--- config.mk ---
export PLATFORM = sky130hd
export DESIGN_NAME = nixie_frame_formatter
export DESIGN_NICKNAME = d
export VERILOG_FILES = /design/src/rtl/nff_pkg.sv /design/src/rtl/nff_req_stage.sv /design/src/rtl/nff_frame_core.sv /design/src/rtl/nff_byte_shifter.sv /design/src/rtl/nixie_frame_formatter.sv
export SDC_FILE = /design/constraint.sdc
export NUM_CORES = 1
export LEC_CHECK = 0
export ABC_AREA = 0
export BUFFER_PORTS_ARGS = -buffer_cell sky130_fd_sc_hd__buf_2
export CORE_MARGIN = 1
export CORE_UTILIZATION = 40
export CTS_BUF_LIST = sky130_fd_sc_hd__clkbuf_8
export CTS_CLUSTER_DIAMETER = 150
export CTS_CLUSTER_SIZE = 24
export DETAILED_ROUTE_END_ITERATION = 12
export PLACE_DENSITY = 0.53
export SYNTH_ARGS = -nofsm -noshare
export SYNTH_HDL_FRONTEND = slang
export SYNTH_SLANG_ARGS = --single-unit
--- constraint.sdc ---
create_clock -name clk -period 16.44 [get_ports clk]
set_input_delay 3.288 -clock clk [delete_from_list [all_inputs] [get_ports clk]]
set_output_delay 3.288 -clock clk [all_outputs]
set_load 0.03 [all_outputs]
--- src/rtl/nff_pkg.sv ---
// ----------------------------------------------------------------------------
// nff_pkg
// Shared types and constants of the nixie frame formatter.
// ----------------------------------------------------------------------------
`default_nettype none

package nff_pkg;

  // configuration register indexes
  typedef enum logic [0:0] {
    REG_FRAME_LIMIT  = 1'b0,
    REG_BLINK_PERIOD = 1'b1
  } cfg_index_t;

  localparam logic [31:0] FRAME_LIMIT_RESET  = 32'd5000;
  localparam logic [15:0] BLINK_PERIOD_RESET = 16'd300;

  // value / 1000 as multiply by reciprocal, exact for any 20-bit value
  localparam logic [20:0] DIV1000_RECIP = 21'd1073742;
  localparam int          DIV1000_SHIFT = 30;

  // frame layout
  localparam int          FRAME_BITS      = 64;
  localparam logic [2:0]  LAST_IDX_ON     = 3'd7;
  localparam logic [2:0]  LAST_IDX_OFF    = 3'd3;

  // one refresh request as it arrives
  typedef struct packed {
    logic [31:0] now_us;
    logic [31:0] now_ms;
    logic [19:0] display_value;
    logic        tubes_on;
    logic        blink_up;
    logic        blink_down;
    logic [7:0]  blink_mask;
    logic [7:0]  dot_pattern;
  } req_item_t;

  // one byte going to the tube drivers
  typedef struct packed {
    logic [7:0] spi_byte;
    logic       first_of_frame;
    logic       last_of_frame;
    logic       raise_enable;
  } res_item_t;

  // request after the thousands split, held in the input register
  typedef struct packed {
    logic [31:0] now_us;
    logic [31:0] now_ms;
    logic [10:0] kilo;       // value / 1000
    logic [9:0]  low_bits;   // value mod 1024
    logic        tubes_on;
    logic        blinking;
    logic [7:0]  blink_mask;
    logic [7:0]  dot_pattern;
  } prep_t;

  // a formatted frame handed to the serialiser
  typedef struct packed {
    logic [63:0] data;
    logic        tubes_on;
  } frame_t;

endpackage

`default_nettype wire

--- src/rtl/nff_req_stage.sv ---
// ----------------------------------------------------------------------------
// nff_req_stage
// Input register: takes a request and splits the value into thousands.
// ----------------------------------------------------------------------------
`default_nettype none

module nff_req_stage (
  input  wire logic              clk,
  input  wire logic              rst,
  input  wire logic              request_valid,
  output      logic              request_stall,
  input  wire nff_pkg::req_item_t request,
  input  wire logic              take,
  output      logic              full,
  output      nff_pkg::prep_t    prep
);

  logic [40:0]    kilo_prod;
  nff_pkg::prep_t prep_next;
  logic           accept;

  // thousands by reciprocal multiply
  always_comb begin
    kilo_prod = 41'(request.display_value) * 41'(nff_pkg::DIV1000_RECIP);
    prep_next.now_us      = request.now_us;
    prep_next.now_ms      = request.now_ms;
    prep_next.kilo        = kilo_prod[nff_pkg::DIV1000_SHIFT +: 11];
    prep_next.low_bits    = request.display_value[9:0];
    prep_next.tubes_on    = request.tubes_on;
    prep_next.blinking    = request.blink_up & request.blink_down;
    prep_next.blink_mask  = request.blink_mask;
    prep_next.dot_pattern = request.dot_pattern;
  end

  assign request_stall = full & ~take;
  assign accept        = request_valid & ~request_stall;

  // holding register
  always_ff @(posedge clk) begin
    if (rst) begin
      full <= 1'b0;
    end else if (accept) begin
      full <= 1'b1;
    end else if (take) begin
      full <= 1'b0;
    end
  end

  always_ff @(posedge clk) begin
    if (accept) begin
      prep <= prep_next;
    end
  end

  // a held item is only released by the core
  a_take_needs_item: assert property (@(posedge clk) disable iff (rst)
    take |-> full) else $error("item taken from empty input register");
  a_kilo_range: assert property (@(posedge clk) disable iff (rst)
    full |-> prep.kilo <= 11'd1048) else $error("thousands out of range");
  a_stall_holds: assert property (@(posedge clk) disable iff (rst)
    full && !take |=> full && $stable(prep)) else $error("held item lost");

endmodule

`default_nettype wire

--- src/rtl/nff_frame_core.sv ---
// ----------------------------------------------------------------------------
// nff_frame_core
// Frame limit check, blink state, digit split and one-hot word build.
// ----------------------------------------------------------------------------
`default_nettype none

module nff_frame_core (
  input  wire logic                clk,
  input  wire logic                rst,
  input  wire logic                cfg_valid,
  input  wire nff_pkg::cfg_index_t cfg_index,
  input  wire logic [31:0]         cfg_data,
  input  wire logic                full,
  input  wire nff_pkg::prep_t      prep,
  input  wire logic                free,
  output      logic                take,
  output      logic                load,
  output      nff_pkg::frame_t     frame
);

  // split an 11-bit value into hundreds (mod 10), tens and units
  function automatic logic [11:0] split3(input logic [10:0] x);
    logic [15:0] hprod;
    logic [3:0]  h;
    logic [10:0] hx100;
    logic [6:0]  rest;
    logic [14:0] tprod;
    logic [3:0]  t;
    logic [6:0]  tx10;
    logic [3:0]  u;
    hprod = 16'(x) * 16'd41;
    h     = hprod[15:12];
    hx100 = 11'(h) * 11'd100;
    rest  = 7'(x - hx100);
    tprod = 15'(rest) * 15'd205;
    t     = tprod[14:11];
    tx10  = 7'(t) * 7'd10;
    u     = 4'(rest - tx10);
    if (h == 4'd10) begin
      h = 4'd0;
    end
    return {h, t, u};
  endfunction

  // configuration registers
  logic [31:0] frame_limit_us;
  logic [15:0] blink_period_ms;

  // state
  logic [31:0] last_frame_time;
  logic [31:0] last_blink_time;
  logic        blink_phase;
  logic [7:0]  dot_mask_hold;
  logic        lower_dot;
  logic        upper_dot;

  logic        drop;
  logic        toggle;
  logic        upd_blink;
  logic        blink_phase_next;
  logic [7:0]  dot_mask_hold_next;
  logic [7:0]  eff;
  logic        lower_dot_next;
  logic        upper_dot_next;
  logic [9:0]  kx1000;
  logic [9:0]  rem;
  logic [11:0] hi_dig;
  logic [11:0] lo_dig;
  logic [3:0]  dig [6];
  logic [9:0]  code [6];
  logic [31:0] w1;
  logic [31:0] w0;

  // frame limit check
  assign drop = (prep.now_us - last_frame_time) < frame_limit_us;
  assign take = full & (drop | free);
  assign load = full & ~drop & free;
  assign upd_blink = load & prep.tubes_on & prep.blinking;

  // blink phase and dot flags
  always_comb begin
    toggle = (prep.now_ms - last_blink_time) > {16'd0, blink_period_ms};
    blink_phase_next   = blink_phase;
    dot_mask_hold_next = dot_mask_hold;
    if (toggle) begin
      blink_phase_next   = ~blink_phase;
      dot_mask_hold_next = blink_phase ? prep.blink_mask : 8'd0;
    end
    eff            = prep.dot_pattern & ~dot_mask_hold_next;
    lower_dot_next = prep.blinking ? eff[6] : lower_dot;
    upper_dot_next = prep.blinking ? eff[7] : upper_dot;
  end

  // decimal digits, position 0 is hour tens
  always_comb begin
    kx1000 = 10'(prep.kilo * 11'd1000);
    rem    = prep.low_bits - kx1000;
    hi_dig = split3(prep.kilo);
    lo_dig = split3({1'b0, rem});
    dig[0] = hi_dig[11:8];
    dig[1] = hi_dig[7:4];
    dig[2] = hi_dig[3:0];
    dig[3] = lo_dig[11:8];
    dig[4] = lo_dig[7:4];
    dig[5] = lo_dig[3:0];
  end

  // one-hot codes with blanking
  always_comb begin
    for (int p = 0; p < 6; p++) begin
      if (prep.blinking && blink_phase_next && prep.blink_mask[p]) begin
        code[p] = 10'd0;
      end else begin
        code[p] = 10'd1 << dig[p];
      end
    end
    w1 = {upper_dot_next, lower_dot_next, code[5], code[4], code[3]};
    w0 = {upper_dot_next, lower_dot_next, code[2], code[1], code[0]};
    frame.tubes_on = prep.tubes_on;
    frame.data     = prep.tubes_on ? {w1, w0} : '0;
  end

  // configuration writes
  always_ff @(posedge clk) begin
    if (rst) begin
      frame_limit_us  <= nff_pkg::FRAME_LIMIT_RESET;
      blink_period_ms <= nff_pkg::BLINK_PERIOD_RESET;
    end else if (cfg_valid) begin
      case (cfg_index)
        nff_pkg::REG_FRAME_LIMIT:  frame_limit_us  <= cfg_data;
        nff_pkg::REG_BLINK_PERIOD: blink_period_ms <= cfg_data[15:0];
        default: ;
      endcase
    end
  end

  // frame time
  always_ff @(posedge clk) begin
    if (rst) begin
      last_frame_time <= '0;
    end else if (load) begin
      last_frame_time <= prep.now_us;
    end
  end

  // blink state, only on a tubes-on frame with editing enabled
  always_ff @(posedge clk) begin
    if (rst) begin
      last_blink_time <= '0;
      blink_phase     <= 1'b0;
      dot_mask_hold   <= '0;
      lower_dot       <= 1'b0;
      upper_dot       <= 1'b0;
    end else if (upd_blink) begin
      if (toggle) begin
        last_blink_time <= prep.now_ms;
      end
      blink_phase   <= blink_phase_next;
      dot_mask_hold <= dot_mask_hold_next;
      lower_dot     <= lower_dot_next;
      upper_dot     <= upper_dot_next;
    end
  end

endmodule

`default_nettype wire

--- src/rtl/nff_byte_shifter.sv ---
// ----------------------------------------------------------------------------
// nff_byte_shifter
// Result register: sends a frame out one byte per item, MSB byte first.
// ----------------------------------------------------------------------------
`default_nettype none

module nff_byte_shifter (
  input  wire logic               clk,
  input  wire logic               rst,
  input  wire logic               load,
  input  wire nff_pkg::frame_t    frame,
  output      logic               free,
  output      logic               result_valid,
  input  wire logic               result_stall,
  output      nff_pkg::res_item_t result
);

  logic        full;
  logic [63:0] shreg;
  logic        tubes_on;
  logic [2:0]  idx;
  logic [2:0]  last_idx;
  logic        last;
  logic        send;

  assign last_idx = tubes_on ? nff_pkg::LAST_IDX_ON : nff_pkg::LAST_IDX_OFF;
  assign last     = idx == last_idx;
  assign send     = full & ~result_stall;
  assign free     = ~full | (send & last);

  // output item
  assign result_valid          = full;
  assign result.spi_byte       = shreg[nff_pkg::FRAME_BITS-1 -: 8];
  assign result.first_of_frame = idx == 3'd0;
  assign result.last_of_frame  = last;
  assign result.raise_enable   = last & tubes_on;

  // control
  always_ff @(posedge clk) begin
    if (rst) begin
      full <= 1'b0;
      idx  <= '0;
    end else if (load) begin
      full <= 1'b1;
      idx  <= '0;
    end else if (send) begin
      if (last) begin
        full <= 1'b0;
      end
      idx <= idx + 3'd1;
    end
  end

  // frame data
  always_ff @(posedge clk) begin
    if (load) begin
      shreg    <= frame.data;
      tubes_on <= frame.tubes_on;
    end else if (send) begin
      shreg <= {shreg[nff_pkg::FRAME_BITS-9:0], 8'd0};
    end
  end

  a_idx_range: assert property (@(posedge clk) disable iff (rst)
    full |-> idx <= last_idx) else $error("byte index past end of frame");
  a_load_restarts: assert property (@(posedge clk) disable iff (rst)
    load |=> full && idx == 3'd0) else $error("frame load did not restart");
  a_first_not_last: assert property (@(posedge clk) disable iff (rst)
    full |-> !(idx == 3'd0 && last)) else $error("frame of a single byte");

endmodule

`default_nettype wire

--- src/rtl/nixie_frame_formatter.sv ---
// ----------------------------------------------------------------------------
// nixie_frame_formatter
// Each accepted refresh request becomes a frame of bytes for the tube
// drivers: eight bytes (two 32-bit words, MSB byte first) with the tubes on,
// four zero bytes with them off, and nothing when the request comes sooner
// than frame_limit_us after the last frame. Bytes leave at one per cycle
// from the result register while result_stall is low, and the byte
// serialiser sets the sustained frame rate. A dropped request is taken from
// the input register without waiting for the serialiser. One request waits in
// the input register while the previous frame is still draining, and its
// frame is loaded in the cycle the last byte goes. A request passes through
// the input register, then the result register, before its first byte appears. The config port is always
// ready; write only while the block is idle.
// ----------------------------------------------------------------------------
`default_nettype none

module nixie_frame_formatter (
  input  wire logic                clk,
  input  wire logic                rst,
  input  wire logic                request_valid,
  output      logic                request_stall,
  input  wire nff_pkg::req_item_t  request,
  output      logic                result_valid,
  input  wire logic                result_stall,
  output      nff_pkg::res_item_t  result,
  input  wire logic                cfg_valid,
  output      logic                cfg_ready,
  input  wire nff_pkg::cfg_index_t cfg_index,
  input  wire logic [31:0]         cfg_data
);

  logic            full;
  nff_pkg::prep_t  prep;
  logic            take;
  logic            load;
  logic            free;
  nff_pkg::frame_t frame;

  assign cfg_ready = 1'b1;

  // input register
  nff_req_stage u_req (
    .clk           (clk),
    .rst           (rst),
    .request_valid (request_valid),
    .request_stall (request_stall),
    .request       (request),
    .take          (take),
    .full          (full),
    .prep          (prep)
  );

  // frame build and state
  nff_frame_core u_core (
    .clk       (clk),
    .rst       (rst),
    .cfg_valid (cfg_valid & cfg_ready),
    .cfg_index (cfg_index),
    .cfg_data  (cfg_data),
    .full      (full),
    .prep      (prep),
    .free      (free),
    .take      (take),
    .load      (load),
    .frame     (frame)
  );

  // byte output
  nff_byte_shifter u_shift (
    .clk          (clk),
    .rst          (rst),
    .load         (load),
    .frame        (frame),
    .free         (free),
    .result_valid (result_valid),
    .result_stall (result_stall),
    .result       (result)
  );

endmodule

`default_nettype wire

# After elaboration in Yosys (flattened, before gate mapping)
# Index checks and enable logic that the tools add are counted.
# totals
inputBits	141
ff_bits	296
output_inout_bits	14
wordCells	110
# classes
shift	6
reduce_logical	16
bitwise	22
n_addsub	8
n_mul	10
n_eq_ne	3
muxes	22
order_cmp	2
# ops
operator	count
$mux 64	3
$sub 32x32->32	2
$mux 10	6
$shl 1x4->10 const A	6
$mul 20x20->40 const B	1
$gt 32x16->1	1
$lt 32x32->1	1
$mul 7x8->15 const B	2
$mul 10x6->16 const B	1
$mul 11x6->16 const B	1
$mux 8	2
$sub 7x7->7	2
$and 1x1->1	11
$mul 11x7->7 const B	1
$mul 4x5->5 const B	2
$sub 10x10->10	1
$and 8x8->8	1
$eq 4x4->1 const B	2
$mul 4x3->3 const B	2
$mux 1	8
$mux 4	2
$not 8->8	1
$reduce_and 2->1	4
$sub 4x4->4	2
9 further kinds	24

# Logic depth before layout (Yosys ltp)
# depth
ltp_word	12
mapped_depth	48
mapped_depth_nobuf	48

# By module
# Synthesis repeated with hierarchy kept, for this count alone.
# hier_totals
cells_unflattened	2688
hier_area_um2	25851.0
# modules_own_cells
module	seq_area_each_um2	area_each_um2	n_inst	cells_each
nff_frame_core	2342.2	14363.8	1	1838
nff_req_stage	3113.0	8458.1	1	676
nff_byte_shifter	2031.9	3017.9	1	172
nixie_frame_formatter	0.0	11.3	1	2

# Worst setup path before layout
# No wires, ideal clock.
# synth_timing
path_type	reg-to-reg
startpoint	register, netlist name u_req.prep[28]
endpoint	register u_shift.shreg[59], data pin
required_ns	16.183
path_slack_ns	5.538
synth_period_minus_slack_ns	10.902
arrival_ns	10.645
stages_incl_launch_ff	47
cell_sequence	edfxtp_1 > ha_1 > ha_1 > inv_1 > fa_1 > inv_1 > fa_1 > ha_1 > xnor2_1 > ha_1 > xor2_1 > inv_1 > fa_1 > inv_1 > ha_1 > ha_1 > a21oi_1 > nor2b_1 > [... 11 more ...] > ha_1 > fa_1 > inv_1 > fa_1 > inv_1 > ha_1 > o211a_1 > o21a_1 > o21ai_0 > a21oi_1 > xor2_1 > ha_1 > fa_1 > xor2_1 > xnor2_1 > xnor2_1 > nor2_1 > a32o_1
# synth_via
elab_chain_cells	12
# synth_lines
item	line_no	rtl
$mul 11x7->7 *	nff_frame_core.sv:96	kx1000 = 10'(prep.kilo * 11'd1000);
$sub 10x10->10 *	nff_frame_core.sv:97	rem = prep.low_bits - kx1000;
$mul 10x6->16	nff_frame_core.sv:31	hprod = 16'(x) * 16'd41;
$mul 4x5->5	nff_frame_core.sv:33	hx100 = 11'(h) * 11'd100;
$sub 7x7->7 *	nff_frame_core.sv:34	rest = 7'(x - hx100);
$mul 7x8->15	nff_frame_core.sv:35	tprod = 15'(rest) * 15'd205;
$mul 4x3->3	nff_frame_core.sv:37	tx10 = 7'(t) * 7'd10;
$sub 4x4->4 *	nff_frame_core.sv:38	u = 4'(rest - tx10);
$shl 1x4->10 *	nff_frame_core.sv:114	code[p] = 10'd1 << dig[p];
$mux 10 *	nff_frame_core.sv:111	if (prep.blinking && blink_phase_next && prep.blink_mask[p]) begin
$mux 64 *	nff_frame_core.sv:120	frame.data = prep.tubes_on ? {w1, w0} : '0;
$mux 64 *	nff_byte_shifter.sv:56	if (load) begin
to (signal assigned)	nff_byte_shifter.sv:57	shreg <= frame.data;
to (signal assigned)	nff_byte_shifter.sv:60	shreg <= {shreg[nff_pkg::FRAME_BITS-9:0], 8'd0};
to (decl)	nff_byte_shifter.sv:19	logic [63:0] shreg;
# Every way passes the cells marked *; elsewhere a longest branch is shown, timed or not.
# A chain may end at the register's enable or synchronous reset.

# Final worst setup path
# layout_timing
startpoint	register, netlist name u_req.prep[28]
endpoint	register u_shift.shreg[57], data pin
# layout_via
elab_chain_cells	12
# layout_lines
item	line_no
$mul 11x7->7 *	nff_frame_core.sv:96
$sub 10x10->10 *	nff_frame_core.sv:97
$mul 10x6->16	nff_frame_core.sv:31
$mul 4x5->5	nff_frame_core.sv:33
$sub 7x7->7 *	nff_frame_core.sv:34
$mul 7x8->15	nff_frame_core.sv:35
$mul 4x3->3	nff_frame_core.sv:37
$sub 4x4->4 *	nff_frame_core.sv:38
$shl 1x4->10 *	nff_frame_core.sv:114
$mux 10 *	nff_frame_core.sv:111
$mux 64 *	nff_frame_core.sv:120
$mux 64 *	nff_byte_shifter.sv:56
# Marked as above.

==> summary by stage <==
Outcome
The flow ran to the end, and the final reports show no timing, DRC or antenna violations.

Clock network
The CTS tree is built. The clock tree root buffer cell is sky130_fd_sc_hd__clkbuf_8. CTS saw 284 sinks.

The clock latency on the worst-skew pair is slightly below 600 ps. In this run, post-CTS hold repair placed 0 buffers. The total setup buffers inserted after CTS is 0. The maximum number of buffers from clock root to sink is 3. The maximum level of the CTS H-tree is 1. The post-CTS clock slew at the launch and capture registers of the worst setup and hold paths is 160 ps.

The CTS buffer count is 15. Gates resized during post-CTS repair numbered 0.

Synth
The synthesized-area fraction occupied by adder cells is 32.9%. Yosys attributes the largest share of cell area to sky130_fd_sc_hd__ha_1 (23%), sky130_fd_sc_hd__edfxtp_1 (20%), sky130_fd_sc_hd__dfxtp_1 (10%). The dominant combinational cell family by area after synthesis is adder cells. The synthesized design contains 284 register bits. Of the total synthesized cell area, the portion taken by XOR and XNOR cells is roughly 4.4%.

After synthesis the cells add up to 24,300 sq um. The most instantiated flip-flop cell in the synthesis netlist is sky130_fd_sc_hd__edfxtp_1. During synthesis, Yosys emitted a total of 0 warnings. Synthesis produced 2,509 cells. Summing the areas of all compound-gate instances in the mapped netlist gives 13.8% of the synthesized area. The number of flops mapped to enable cells by yosys is 162. The share of the yosys chip area belonging to registers is 30.1%.

The mux cell area share after synthesis is 0.587%. A synthesized cell averages 9.69 sq um. The post-synthesis async set-or-reset flop share is 0%. The net count of the mapped netlist is 3,217.

Summed over all instances, the cell type with the most area after synthesis is sky130_fd_sc_hd__ha_1. In this run the biggest area consumer among cell types represents a little under a quarter of the synthesized area. The unique cell type count in the Yosys netlist is slightly above 70. The post-synthesis share of cell area spent on and, or, nand and nor gates is 10.9%.

Floorplanning
The floorplan has 89 rows. The initial core utilization is 40.8%. The die extent in x is 249 um.

The number of top-level pins is 155. The vertical die dimension is 249 um. After floorplanning, the core was sized to cover 59,600 sq um. The floorplan die area is ~62,000 sq um.

STA
Setup repair after global routing left no endpoint under its margin. The highest clock frequency the design can meet is 82.6 MHz. For the final routed database, the setup TNS stands at 0 ps.

The worst hold slack across all endpoints is 464 ps. The final number of setup-violating endpoints is 0. After layout, the worst path uses 73.7% of the clock period. The number of max-slew violations in the final report came to 0. The count of final hold-check violations is 0. The remaining max-slew budget at the tightest pin is 25.6%.

After layout, the minimum clock period comes to 12,110 ps. The final setup slack of the worst path is ~4300 ps. The transition at the pin with the smallest max-transition slack is about 1100 ps. Between clock sinks in the finished design, the worst skew comes to ~37 ps.

Worst setup path
The endpoint type of the worst setup path is a flip-flop. The critical path in this run is classified as flip-flop to flip-flop. The family with the most delay on the worst path is adder cells.

The number of buffer and inverter stages on the critical path is 7. The standard cell with the maximum stage delay on the critical path is sky130_fd_sc_hd__edfxtp_1. The category of the worst setup path launch point is a flip-flop.

The maximum fanout count along the critical path is 15. At the worst endpoint, the required time is 16,870 ps. The critical path's largest stage delay is just under 800 ps. The data arrival time at the worst-slack endpoint is 12,550 ps. The most frequent cell on the critical path is sky130_fd_sc_hd__ha_1.

Global route
The via count of the first global-routing pass was 17,900. The first global-routing pass estimated between 90,000 and 100,000 um of wire. The total global routing track utilization is 17.8%. The number of antenna violations at the first check in global routing is 1. Summed over all layers, the global routing overflow is 0.

The maximum number of pins on one net before global-route repair is 90.

Finish
The sequential cell area is between 7000 and 8000 sq um. For this run, the share of the core covered by cells in the final layout is 43.7%. The library cell used most frequently in the layout, excluding fill and tap cells, is sky130_fd_sc_hd__ha_1. Cells with a size suffix above 1 make up under 10% of the layout. The number of nets in the final layout is 3,316. Summing all multi-input logic gate instances after layout gives approximately 15,000 sq um. Counting the fill cells in the layout gives 5,779. The library cells used most frequently in the layout, excluding fill and tap cells, are sky130_fd_sc_hd__ha_1 (448), sky130_fd_sc_hd__inv_1 (393), sky130_fd_sc_hd__nand2_1 (225).

The post-synthesis to final-layout area growth is 7.22%.

Route
For this run, the detailed router's first-pass iteration total came to 5. The detailed router finished its first iteration with 785 violations. In the routed layout, each cell is associated on average with a via count of 5.17. The remaining antenna violation count is 0. After detailed routing, the number of remaining DRC violations is 0.

Summing over every cut layer, the via total after detailed routing is about 18,000. Dividing the detail-routed wire length by the instance count gives approximately 16 um. After detailed routing, the total wire length is 54,500 um.

Place
The post-detailed-placement half-perimeter wirelength is 42,800 um. In this run the tool buffered the top-level ports with 147 buffer cells. At the end of routability-driven placement, the weighted congestion stood at 0.849.

OpenSTA, run right after detailed placement, puts the worst setup slack at 4230 ps.

Min path
The worst hold path belongs to the class flip-flop to flip-flop.

Job
The tool flagged a number of max-cap violations equal to 0.
==> tightest hold or removal path, cell delays in order (launching register included) <==
cell                      delay (ps)
sky130_fd_sc_hd__dfxtp_1         340
sky130_fd_sc_hd__nand2_1          50
sky130_fd_sc_hd__a21oi_1          50
==> path summary, 6_finish.rpt <==
kind / startpoint / slack (ps) / cells after the start / to
max: u_req.prep[28] / 4330 / 46 / u_shift.shreg[57]
min reg2reg: u_core.frame_limit_us[25] / 460 / 2 / u_core.frame_limit_us[25]
max reg2reg: u_req.prep[28] / 4330 / 46 / u_shift.shreg[57]
min: u_core.frame_limit_us[25] / 460 / 2 / u_core.frame_limit_us[25]
==> cells in the mapped netlist (all sizes together) (5+ instances only) <==
cell    count
a32o       37
or4         5
or2         6
fa        119
a211oi      9
a21o       54
clkbuf     55
o21bai     16
o21ai      83
and4        5
nor2b      20
a21oi     207
a31o        5
o21a       19
edfxtp    162
or3         9
nand3      51
nor4       11
mux2i       9
nor3       31
nor4b       5
nand2     225
o211ai     15
and2       15
a221o       7
nand2b     22
nand4      20
and3       21
xnor2      88
inv       385
a211o       8
buf        20
nor3b      15
dfxtp     122
xor2       35
ha        448
a31oi       8
o41ai       8
nor2       74
==> stage by stage <==
| step | cells | cell area, sq um |
|---|---|---|
| after floorplan | 2509 | 24300 |
| after global placement | 3364 | 25800 |
| after detailed placement | 3364 | 25800 |
| after CTS | 3388 | 26100 |
| after global routing | 3388 | 26100 |
| final | 3389 | 26100 |
==> logic make-up (layout without fill, tap and decap cells) <==
| family | Yosys count | in the layout |
|---|---|---|
| and+or+nand+nor | 545 | 545 |
| other | 1 | 2 |
| DFF | 284 | 284 |
| xor gates and xnor gates | 123 | 123 |
| buffers and inverters | 460 | 566 |
| muxes | 13 | 13 |
| adders and majority gates | 568 | 568 |
| AOI/OAI and AO/OA | 515 | 515 |
==> sequential cells by signal, indices dropped and copies added (netlist names), 2 cells and up <==
signal                  flops
u_core.blink_period_ms     16
u_core.last_blink_time     32
u_core.last_frame_time     32
u_core.dot_mask_hold        2
u_req.prep                 97
u_core.frame_limit_us      32
u_shift.idx                 3
u_shift.shreg              64
==> cell type report <==
type	instances	share of cell area, %
antenna	1	0.00960
clock buffer	15	0.792
clock inverter	9	0.230
inverter	385	5.54
multi-input combinational	1765	58.6
sequential	284	28.0
tap	773	3.71
timing repair buffer	157	3.12
==> routing by layer <==
layer	part of all wire (%)	GRT usage (%)	vias up
met5	0	0	-
met1	49	24.3	8333
li1	-	-	8896
met2	47	30.6	257
met4	1.7	3.12	0
met3	2.6	1.71	49
Power is not shown: default switching activity piles up to over one toggle a cycle in this logic, so the estimate is an artifact.
